### src/rtl/tcct_pkg.sv
`timescale 1ns / 1ps

package tcct_pkg;

  localparam int MsW    = 16;
  localparam int CountW = 13;
  localparam int ChanW  = 4;
  localparam int WordW  = 18;

  localparam logic [MsW-1:0] MS_MAX     = 16'd59999;
  localparam logic [4:0]     FAST_MATCH = 5'h10;

  // instruction word bits 10..6 select the command
  localparam logic [4:0] SEL_SET_CLOCK = 5'b10000;
  localparam logic [4:0] SEL_SET_COUNT = 5'b10001;

  localparam logic MODE_TICK   = 1'b0;
  localparam logic MODE_ACCESS = 1'b1;

  typedef struct packed {
    logic             mode;
    logic [WordW-1:0] instr_word;
    logic [WordW-1:0] acc_in;
    logic             wants_completion;
    logic             pulse_phase;
  } in_word_t;

  typedef struct packed {
    logic              io_write;
    logic [MsW-1:0]    io_value;
    logic              acc_write;
    logic [CountW-1:0] acc_value;
    logic              clock_break;
    logic [ChanW-1:0]  clock_break_channel;
    logic              timer_break;
    logic [ChanW-1:0]  timer_break_channel;
    logic              complete;
    logic              sbs16_set;
    logic              done_flag;
  } out_word_t;

  typedef struct packed {
    logic in_valid;
    logic out_free;
  } flow_t;

endpackage

### src/rtl/tcct_if.sv
`timescale 1ns / 1ps

interface tcct_in_if;
  logic                     valid;
  logic                     ready;
  logic                     mode;
  logic [tcct_pkg::WordW-1:0] instr_word;
  logic [tcct_pkg::WordW-1:0] acc_in;
  logic                     wants_completion;
  logic                     pulse_phase;

  modport source (output valid, mode, instr_word, acc_in, wants_completion, pulse_phase,
                  input ready);
  modport sink (input valid, mode, instr_word, acc_in, wants_completion, pulse_phase,
                output ready);
  modport monitor (input valid, ready, mode, instr_word, acc_in, wants_completion,
                   pulse_phase);
endinterface

interface tcct_out_if;
  logic                        valid;
  logic                        ready;
  logic                        io_write;
  logic [tcct_pkg::MsW-1:0]    io_value;
  logic                        acc_write;
  logic [tcct_pkg::CountW-1:0] acc_value;
  logic                        clock_break;
  logic [tcct_pkg::ChanW-1:0]  clock_break_channel;
  logic                        timer_break;
  logic [tcct_pkg::ChanW-1:0]  timer_break_channel;
  logic                        complete;
  logic                        sbs16_set;
  logic                        done_flag;

  modport source (output valid, io_write, io_value, acc_write, acc_value, clock_break,
                  clock_break_channel, timer_break, timer_break_channel, complete,
                  sbs16_set, done_flag,
                  input ready);
  modport sink (input valid, io_write, io_value, acc_write, acc_value, clock_break,
                clock_break_channel, timer_break, timer_break_channel, complete,
                sbs16_set, done_flag,
                output ready);
  modport monitor (input valid, ready, io_write, io_value, acc_write, acc_value,
                   clock_break, clock_break_channel, timer_break, timer_break_channel,
                   complete, sbs16_set, done_flag);
endinterface

### src/rtl/timeshare_clock_countdown_timer.sv
`timescale 1ns / 1ps
// An accepted word waits in the input register until the result register is free.
// One word per cycle while results are taken, set by the single state update in the core.
// Input and result registers part the two channels; ready falls only when both are full.
// Reset (synchronous, rst_n low) stops the clock, clears all counters, channels, enables,
// pending completions and the done flag, and empties both registers.

module timeshare_clock_countdown_timer (
  input  logic              clk,
  input  logic              rst_n,
  tcct_in_if.sink           in_ch,
  tcct_out_if.source        out_ch
);

  tcct_pkg::in_word_t  in_data;
  tcct_pkg::in_word_t  item;
  tcct_pkg::out_word_t res;
  tcct_pkg::out_word_t res_q;
  tcct_pkg::flow_t     flow;
  logic                step;

  assign in_data.mode             = in_ch.mode;
  assign in_data.instr_word       = in_ch.instr_word;
  assign in_data.acc_in           = in_ch.acc_in;
  assign in_data.wants_completion = in_ch.wants_completion;
  assign in_data.pulse_phase      = in_ch.pulse_phase;

  tcct_in_reg u_in_reg (
    .clk      (clk),
    .rst_n    (rst_n),
    .in_valid (in_ch.valid),
    .in_ready (in_ch.ready),
    .in_data  (in_data),
    .out_free (flow.out_free),
    .step     (step),
    .item     (item)
  );

  tcct_core u_core (
    .clk   (clk),
    .rst_n (rst_n),
    .step  (flow.in_valid),
    .item  (item),
    .res   (res)
  );

  tcct_out_reg u_out_reg (
    .clk       (clk),
    .rst_n     (rst_n),
    .load      (step),
    .res_in    (res),
    .flow      (flow),
    .out_valid (out_ch.valid),
    .out_ready (out_ch.ready),
    .res_q     (res_q)
  );

  assign out_ch.io_write            = res_q.io_write;
  assign out_ch.io_value            = res_q.io_value;
  assign out_ch.acc_write           = res_q.acc_write;
  assign out_ch.acc_value           = res_q.acc_value;
  assign out_ch.clock_break         = res_q.clock_break;
  assign out_ch.clock_break_channel = res_q.clock_break_channel;
  assign out_ch.timer_break         = res_q.timer_break;
  assign out_ch.timer_break_channel = res_q.timer_break_channel;
  assign out_ch.complete            = res_q.complete;
  assign out_ch.sbs16_set           = res_q.sbs16_set;
  assign out_ch.done_flag           = res_q.done_flag;

endmodule

### src/rtl/tcct_in_reg.sv
`timescale 1ns / 1ps

module tcct_in_reg (
  input  logic               clk,
  input  logic               rst_n,
  input  logic               in_valid,
  output logic               in_ready,
  input  tcct_pkg::in_word_t in_data,
  input  logic               out_free,
  output logic               step,
  output tcct_pkg::in_word_t item
);

  logic               valid_r;
  logic               valid_nxt;
  tcct_pkg::in_word_t data_r;

  assign step      = valid_r && out_free;
  assign in_ready  = !valid_r || out_free;
  assign valid_nxt = in_ready ? in_valid : valid_r;
  assign item      = data_r;

  always_ff @(posedge clk) begin
    if (!rst_n) begin
      valid_r <= 1'b0;
    end else begin
      valid_r <= valid_nxt;
    end
  end

  // hold the word until the core takes it
  always_ff @(posedge clk) begin
    if (in_valid && in_ready) begin
      data_r <= in_data;
    end
  end

endmodule

### src/rtl/tcct_core.sv
`timescale 1ns / 1ps

module tcct_core (
  input  logic                clk,
  input  logic                rst_n,
  input  logic                step,
  input  tcct_pkg::in_word_t  item,
  output tcct_pkg::out_word_t res
);

  logic                          clock_on_r, clock_on_nxt;
  logic [tcct_pkg::MsW-1:0]      ms_count_r, ms_count_nxt;
  logic                          fast_irq_on_r, fast_irq_on_nxt;
  logic [tcct_pkg::ChanW-1:0]    fast_irq_chan_r, fast_irq_chan_nxt;
  logic                          minute_irq_on_r, minute_irq_on_nxt;
  logic [tcct_pkg::ChanW-1:0]    minute_irq_chan_r, minute_irq_chan_nxt;
  logic                          clock_done_pending_r, clock_done_pending_nxt;
  logic [tcct_pkg::CountW-1:0]   down_count_r, down_count_nxt;
  logic                          timer_irq_on_r, timer_irq_on_nxt;
  logic [tcct_pkg::ChanW-1:0]    timer_irq_chan_r, timer_irq_chan_nxt;
  logic                          timer_done_pending_r, timer_done_pending_nxt;
  logic                          expired_r, expired_nxt;

  logic [4:0]                    sel;
  logic [3:0]                    op;
  logic [tcct_pkg::MsW-1:0]      ms_inc;
  logic                          fast_hit;
  logic                          wrap;
  logic                          minute_hit;
  logic [tcct_pkg::CountW-1:0]   down_dec;
  logic [tcct_pkg::CountW-1:0]   new_count;

  assign sel       = item.instr_word[10:6];
  assign op        = item.acc_in[11:8];
  assign ms_inc    = ms_count_r + tcct_pkg::MsW'(1);
  assign fast_hit  = fast_irq_on_r && (ms_inc[4:0] == tcct_pkg::FAST_MATCH);
  assign wrap      = ms_inc > tcct_pkg::MS_MAX;
  assign minute_hit = wrap && minute_irq_on_r;
  assign down_dec  = down_count_r - tcct_pkg::CountW'(1);
  assign new_count = item.acc_in[tcct_pkg::CountW-1:0];

  always_comb begin
    clock_on_nxt           = clock_on_r;
    ms_count_nxt           = ms_count_r;
    fast_irq_on_nxt        = fast_irq_on_r;
    fast_irq_chan_nxt      = fast_irq_chan_r;
    minute_irq_on_nxt      = minute_irq_on_r;
    minute_irq_chan_nxt    = minute_irq_chan_r;
    clock_done_pending_nxt = clock_done_pending_r;
    down_count_nxt         = down_count_r;
    timer_irq_on_nxt       = timer_irq_on_r;
    timer_irq_chan_nxt     = timer_irq_chan_r;
    timer_done_pending_nxt = timer_done_pending_r;
    expired_nxt            = expired_r;
    res                    = '0;

    if (item.mode == tcct_pkg::MODE_ACCESS) begin
      if (!item.pulse_phase) begin
        case (sel)
          tcct_pkg::SEL_SET_CLOCK: begin
            clock_on_nxt           = op[2];
            fast_irq_on_nxt        = op[2] && op[0];
            minute_irq_on_nxt      = op[2] && op[1];
            clock_done_pending_nxt = op[2] && !op[1] && !op[0] && item.wants_completion;
            if (op[2] && op[1]) begin
              minute_irq_chan_nxt = item.acc_in[7:4];
            end
            if (op[2] && op[0]) begin
              fast_irq_chan_nxt = item.acc_in[3:0];
            end
            res.sbs16_set = op[3];
          end
          tcct_pkg::SEL_SET_COUNT: begin
            expired_nxt    = 1'b0;
            down_count_nxt = new_count;
            if (new_count != '0) begin
              timer_done_pending_nxt = item.wants_completion;
              timer_irq_chan_nxt     = item.acc_in[16:13];
              timer_irq_on_nxt       = item.acc_in[17];
            end else begin
              timer_irq_on_nxt       = 1'b0;
              timer_done_pending_nxt = 1'b0;
            end
            res.acc_write = 1'b1;
            res.acc_value = down_count_r;
          end
          default: begin
            if (clock_on_r) begin
              res.io_write = 1'b1;
              res.io_value = ms_count_r;
            end
          end
        endcase
        res.complete = item.wants_completion && !clock_done_pending_nxt &&
                       !timer_done_pending_nxt;
      end
    end else begin
      if (clock_on_r) begin
        ms_count_nxt = wrap ? '0 : ms_inc;
        if (minute_hit) begin
          res.clock_break         = 1'b1;
          res.clock_break_channel = minute_irq_chan_r;
        end else if (fast_hit) begin
          res.clock_break         = 1'b1;
          res.clock_break_channel = fast_irq_chan_r;
        end
        if (minute_hit || fast_hit) begin
          clock_done_pending_nxt = 1'b0;
        end
        if (!fast_irq_on_r && !minute_irq_on_r) begin
          res.complete           = clock_done_pending_r;
          clock_done_pending_nxt = 1'b0;
        end
      end
      if (down_count_r != '0) begin
        down_count_nxt = down_dec;
        if (down_dec == '0) begin
          if (timer_irq_on_r) begin
            res.timer_break         = 1'b1;
            res.timer_break_channel = timer_irq_chan_r;
          end
          if (timer_done_pending_r) begin
            res.complete = 1'b1;
          end
          timer_done_pending_nxt = 1'b0;
          expired_nxt            = 1'b1;
        end
      end
    end

    res.done_flag = expired_nxt;
  end

  always_ff @(posedge clk) begin
    if (!rst_n) begin
      clock_on_r           <= 1'b0;
      ms_count_r           <= '0;
      fast_irq_on_r        <= 1'b0;
      fast_irq_chan_r      <= '0;
      minute_irq_on_r      <= 1'b0;
      minute_irq_chan_r    <= '0;
      clock_done_pending_r <= 1'b0;
      down_count_r         <= '0;
      timer_irq_on_r       <= 1'b0;
      timer_irq_chan_r     <= '0;
      timer_done_pending_r <= 1'b0;
      expired_r            <= 1'b0;
    end else if (step) begin
      clock_on_r           <= clock_on_nxt;
      ms_count_r           <= ms_count_nxt;
      fast_irq_on_r        <= fast_irq_on_nxt;
      fast_irq_chan_r      <= fast_irq_chan_nxt;
      minute_irq_on_r      <= minute_irq_on_nxt;
      minute_irq_chan_r    <= minute_irq_chan_nxt;
      clock_done_pending_r <= clock_done_pending_nxt;
      down_count_r         <= down_count_nxt;
      timer_irq_on_r       <= timer_irq_on_nxt;
      timer_irq_chan_r     <= timer_irq_chan_nxt;
      timer_done_pending_r <= timer_done_pending_nxt;
      expired_r            <= expired_nxt;
    end
  end

endmodule

### src/rtl/tcct_out_reg.sv
`timescale 1ns / 1ps

module tcct_out_reg (
  input  logic                clk,
  input  logic                rst_n,
  input  logic                load,
  input  tcct_pkg::out_word_t res_in,
  output tcct_pkg::flow_t     flow,
  output logic                out_valid,
  input  logic                out_ready,
  output tcct_pkg::out_word_t res_q
);

  logic                valid_r;
  logic                valid_nxt;
  tcct_pkg::out_word_t data_r;

  assign flow.out_free = !valid_r || out_ready;
  assign flow.in_valid = load;
  assign valid_nxt     = load ? 1'b1 : (out_ready ? 1'b0 : valid_r);
  assign out_valid     = valid_r;
  assign res_q         = data_r;

  always_ff @(posedge clk) begin
    if (!rst_n) begin
      valid_r <= 1'b0;
    end else begin
      valid_r <= valid_nxt;
    end
  end

  always_ff @(posedge clk) begin
    if (load) begin
      data_r <= res_in;
    end
  end

endmodule

### src/flat_wrapper.sv
// flat-port wrapper written by rule: the top's interface ports become plain ports
module timeshare_clock_countdown_timer_flat 
  (clk, rst_n, in_ch_valid, in_ch_mode, in_ch_instr_word, in_ch_acc_in, in_ch_wants_completion, in_ch_pulse_phase, in_ch_ready, out_ch_valid, out_ch_io_write, out_ch_io_value, out_ch_acc_write, out_ch_acc_value, out_ch_clock_break, out_ch_clock_break_channel, out_ch_timer_break, out_ch_timer_break_channel, out_ch_complete, out_ch_sbs16_set, out_ch_done_flag, out_ch_ready);
  tcct_in_if in_ch_i ();
  tcct_out_if out_ch_i ();
  input  logic clk;
  input  logic rst_n;
  input wire logic [$bits(in_ch_i.valid)-1:0] in_ch_valid;
  input wire logic [$bits(in_ch_i.mode)-1:0] in_ch_mode;
  input wire logic [$bits(in_ch_i.instr_word)-1:0] in_ch_instr_word;
  input wire logic [$bits(in_ch_i.acc_in)-1:0] in_ch_acc_in;
  input wire logic [$bits(in_ch_i.wants_completion)-1:0] in_ch_wants_completion;
  input wire logic [$bits(in_ch_i.pulse_phase)-1:0] in_ch_pulse_phase;
  output wire logic [$bits(in_ch_i.ready)-1:0] in_ch_ready;
  output wire logic [$bits(out_ch_i.valid)-1:0] out_ch_valid;
  output wire logic [$bits(out_ch_i.io_write)-1:0] out_ch_io_write;
  output wire logic [$bits(out_ch_i.io_value)-1:0] out_ch_io_value;
  output wire logic [$bits(out_ch_i.acc_write)-1:0] out_ch_acc_write;
  output wire logic [$bits(out_ch_i.acc_value)-1:0] out_ch_acc_value;
  output wire logic [$bits(out_ch_i.clock_break)-1:0] out_ch_clock_break;
  output wire logic [$bits(out_ch_i.clock_break_channel)-1:0] out_ch_clock_break_channel;
  output wire logic [$bits(out_ch_i.timer_break)-1:0] out_ch_timer_break;
  output wire logic [$bits(out_ch_i.timer_break_channel)-1:0] out_ch_timer_break_channel;
  output wire logic [$bits(out_ch_i.complete)-1:0] out_ch_complete;
  output wire logic [$bits(out_ch_i.sbs16_set)-1:0] out_ch_sbs16_set;
  output wire logic [$bits(out_ch_i.done_flag)-1:0] out_ch_done_flag;
  input wire logic [$bits(out_ch_i.ready)-1:0] out_ch_ready;
  assign in_ch_i.valid = in_ch_valid;
  assign in_ch_i.mode = in_ch_mode;
  assign in_ch_i.instr_word = in_ch_instr_word;
  assign in_ch_i.acc_in = in_ch_acc_in;
  assign in_ch_i.wants_completion = in_ch_wants_completion;
  assign in_ch_i.pulse_phase = in_ch_pulse_phase;
  assign in_ch_ready = in_ch_i.ready;
  assign out_ch_valid = out_ch_i.valid;
  assign out_ch_io_write = out_ch_i.io_write;
  assign out_ch_io_value = out_ch_i.io_value;
  assign out_ch_acc_write = out_ch_i.acc_write;
  assign out_ch_acc_value = out_ch_i.acc_value;
  assign out_ch_clock_break = out_ch_i.clock_break;
  assign out_ch_clock_break_channel = out_ch_i.clock_break_channel;
  assign out_ch_timer_break = out_ch_i.timer_break;
  assign out_ch_timer_break_channel = out_ch_i.timer_break_channel;
  assign out_ch_complete = out_ch_i.complete;
  assign out_ch_sbs16_set = out_ch_i.sbs16_set;
  assign out_ch_done_flag = out_ch_i.done_flag;
  assign out_ch_i.ready = out_ch_ready;
  timeshare_clock_countdown_timer u_core (.clk(clk), .rst_n(rst_n), .in_ch(in_ch_i), .out_ch(out_ch_i));
endmodule
### config.mk
export PLATFORM = sky130hd
export DESIGN_NAME = timeshare_clock_countdown_timer_flat
export DESIGN_NICKNAME = d
export VERILOG_FILES = /design/src/rtl/tcct_pkg.sv /design/src/rtl/tcct_if.sv /design/src/rtl/timeshare_clock_countdown_timer.sv /design/src/rtl/tcct_in_reg.sv /design/src/rtl/tcct_core.sv /design/src/rtl/tcct_out_reg.sv /design/src/flat_wrapper.sv
export SDC_FILE = /design/constraint.sdc
export NUM_CORES = 1
export LEC_CHECK = 0
export BUFFER_PORTS_ARGS = -buffer_cell sky130_fd_sc_hd__buf_2
export CORE_ASPECT_RATIO = 1.5
export CORE_MARGIN = 5
export CORE_UTILIZATION = 40
export DETAILED_ROUTE_END_ITERATION = 10
export PLACE_DENSITY_LB_ADDON = 0.3
export REMOVE_ABC_BUFFERS = 1
export SYNTH_ARGS = -nofsm -noshare
export SYNTH_HDL_FRONTEND = slang
export SYNTH_SLANG_ARGS = --single-unit
### constraint.sdc
create_clock -name clk -period 3.1 [get_ports clk]
set_clock_uncertainty 0.2 [all_clocks]
set_input_delay 0.155 -clock clk [delete_from_list [all_inputs] [get_ports clk]]
set_output_delay 0.155 -clock clk [all_outputs]
set_load 0.05 [all_outputs]
==> flow_metrics.tcl <==
set metrics [dict create \
    grt-ovfl-total 0 \
    antenna_found_initial 0 \
    layout_common_cells "75 x buf_2, 70 x nor2_1, 70 x edfxtp_1, 50 x dfxtp_1, 33 x nand2_1" \
    cp.arrival_ns 2.94 \
    power.share.sequential_pct 42.4 \
    hold_path.class "input pin to flip-flop" \
    yosys_warnings 0 \
    dp_cells 744 \
    dp_hpwl_um 8960 \
    slew_viol_final 0 \
    peakVddDrop_mv 0.360 \
    core.rowCount 52 \
    syn_area_per_cell_um2 10.7 \
    ys_types 62 \
    htreeDepth 4 \
    synth.ff_latch_count 120 \
    critPathLaunchType "flip-flop" \
    die_width_um 105 \
    area_delta_synth_final_pct 28.5 \
    layout-drive-gt1-share_pct 23.8 \
    initial_core_util_pct 40.6 \
    gp_congestion 0.855 \
    synth_edf_count 70 \
    worst_pin_slew_ns 0.735 \
    grt_pass1_vias 4269 \
    post_drt_wl_per_cell_um 15.8 \
    insertion_delay_ns 0.41 \
    whs_ns 0.247 \
    final_cells 806 \
    nNetsFinal 680 \
    swShare_pct 24.4 \
    yosys.area.top_type "edfxtp_1" \
    wl_um 12800 \
    ys.flop_type "edfxtp_1" \
    leakagePower_nw 2.75 \
    coreArea_um2 13500 \
    critPathKind "flip-flop to flip-flop" \
    grtUsageTotal_pct 16.4 \
    intPower_mw 3.19 \
    setup-violations-final 0 \
    slowest_delay_ns 0.52 \
    status "finished clean" \
    root_buffer "clkbuf_16" \
    cts_setup_buffers 0 \
    synth.cell_area_um2 5460 \
    final.min_clock_period_ns 2.84 \
    post-route-period-util_pct 91.5 \
    clkSlewWorstSetupHoldPaths_ns 0.06 \
    synth_area_leaders "edfxtp_1 38%, dfxtp_1 18%, nor2_1 4.8%, and2_1 3.3%, mux2i_1 3.1%" \
    die_y_um 153 \
    viasPerCell 5.20 \
    synthDominantCellAreaShare_pct 38.5 \
    clkPwrFrac_pct 47.7 \
    critPathMaxFanout 9 \
    cp-end-kind "flip-flop" \
    max_freq_mhz 352 \
    final_cell_area_um2 7020 \
    maxCapViolCount 0 \
    ant_nets 0 \
    layout_commonest_cell "buf_2" \
    synth_cells 512 \
    die_area_um2 16100 \
    detail_route.iter0.violations 180 \
    rsz0062_at_grt "no" \
    p_switching_mw 1.03 \
    io_buffers 75 \
    synthArstFlopShare_pct 0 \
    placed_area_um2 6100 \
    comb_power_share_pct 9.9 \
    timing_hold_violations_final 0 \
    powerDensity_nw_per_um2 601 \
    cp_cell_sequence "inv_1, ha_1, nor4b_1, and3_1, or4_1, a2111oi_4, buf_4, nor3_2, o21a_1" \
    critical_path.slowest_cell "or4_1" \
    finalSetupTns_ns 0 \
    ioPinCount 89 \
    cts_sinks 120 \
    num_vias 4193 \
    grt_start_max_net_pins 38 \
    numCtsBuffers 17 \
    route.detailed.drc 0 \
    diodes 0 \
    grt_pass1_wl_um 21200 \
    max-slew-margin-rel_pct 50.8 \
    ys_seq_area_share_pct 56.8 \
    cp_data_required_time_ns 3.20 \
    cts_tree "done" \
    clockBufferDepth 2 \
    dr.pass1.iters 5 \
]
repair_timing:
action | CTS | global route
setup endpoints to repair | 0 | 1
hold endpoints to repair | 32 | 0
hold buffers | 30 | 0
resized for setup | 0 | 1
cells by family (layout without fill, tap and decap cells):
kind of cell	Yosys count	after routing	synth area share (%)
compound gates	82	82	9.97
xor+xnor	18	18	2.89
fa+ha+maj	6	6	1.37
buf+inv	39	171	3.28
flops	120	120	56.8
mux	17	17	3.12
simple gates	230	230	22.6
sequential cells by signal, summed over array words and instances, names as in the netlist, 4 cells and up:
register                         count
u_core.u_core.fast_irq_chan_r        4
u_core.u_out_reg.res_q              44
u_core.u_core.timer_irq_chan_r       4
u_core.u_core.down_count_r          13
u_core.u_core.minute_irq_chan_r      4
u_core.u_in_reg.item                26
u_core.u_core.ms_count_r            16
metrics by stage:
| stage | util, % | worst slack (ns) | total power [mW] |
|---|---|---|---|
| 6_report | 52.1 | 0.262 | 4.22 |
| 5_1_grt | 52.1 | 0.0772 | 4.37 |
| 4_1_cts | 52.1 | 0.241 | 4.26 |
| 3_5_place_dp | 45.3 | 0.254 | 2.21 |
| 3_3_place_gp | 45.3 | 0.257 | 2.20 |
| 2_1_floorplan | - | -2.00 | 2.08 |
worst paths after layout:
path	from	to	slack [ns]	depth (start not counted)
max	u_core.u_core.down_count_r[0]	u_core.u_core.timer_done_pending_r	0.26	9
max reg2reg	u_core.u_core.down_count_r[0]	u_core.u_core.timer_done_pending_r	0.26	9
min reg2reg	u_core.u_core.clock_on_r	u_core.u_core.clock_on_r	0.29	2
min	in_ch_acc_in[10]	u_core.u_in_reg.item[12]	0.25	2
Yosys cell counts, types with 10 or more instances:
master    instances
nand3_1          19
and2_1           29
mux2i_1          17
and3_1           11
dfxtp_1          50
nor3_1           10
xor2_1           14
nor2_1           70
edfxtp_1         70
a21oi_1          33
o21ai_0          15
buf_2            13
nand2_1          33
clkbuf_1         13
power groups by stage:
| stage | logic [mW] | registers, mW | clock network, mW |
|---|---|---|---|
| floorplan | 0.181 | 1.90 | 0 |
| global placement | 0.377 | 1.82 | 0 |
| detailed placement | 0.385 | 1.82 | 0 |
| CTS | 0.416 | 1.79 | 2.05 |
| global route | 0.455 | 1.79 | 2.12 |
| finish | 0.416 | 1.79 | 2.01 |
worst max-delay path, delay by kind of cell, from the launching register on:
family	cells	cell delay (ns)
AND/OR/NAND/NOR	4	0.93
AO/OA/AOI/OAI	2	0.52
flip-flops	1	0.48
buffers and inverters	2	0.38
adder cells (fa/ha/maj)	1	0.22
cell type report:
cell class / instances / area [um^2]
clock buffers: 18 / 439
repair buffers: 130 / 876
well taps: 162 / 203
clock inverters: 14 / 171
multi-input cells: 353 / 2190
fillers: 1198 / 6450
inverters: 9 / 33.8
flip-flops and latches: 120 / 3100
routing by layer:
layer | GRT usage [%] | vias up | share of wire, %
met5 | 0 | - | 0
met4 | 7.25 | 0 | 2.1
met3 | 3.59 | 17 | 3.3
met2 | 30.4 | 89 | 55
met1 | 17.7 | 2005 | 40
li1 | - | 2082 | -
Power figures use the tool's default switching activity.
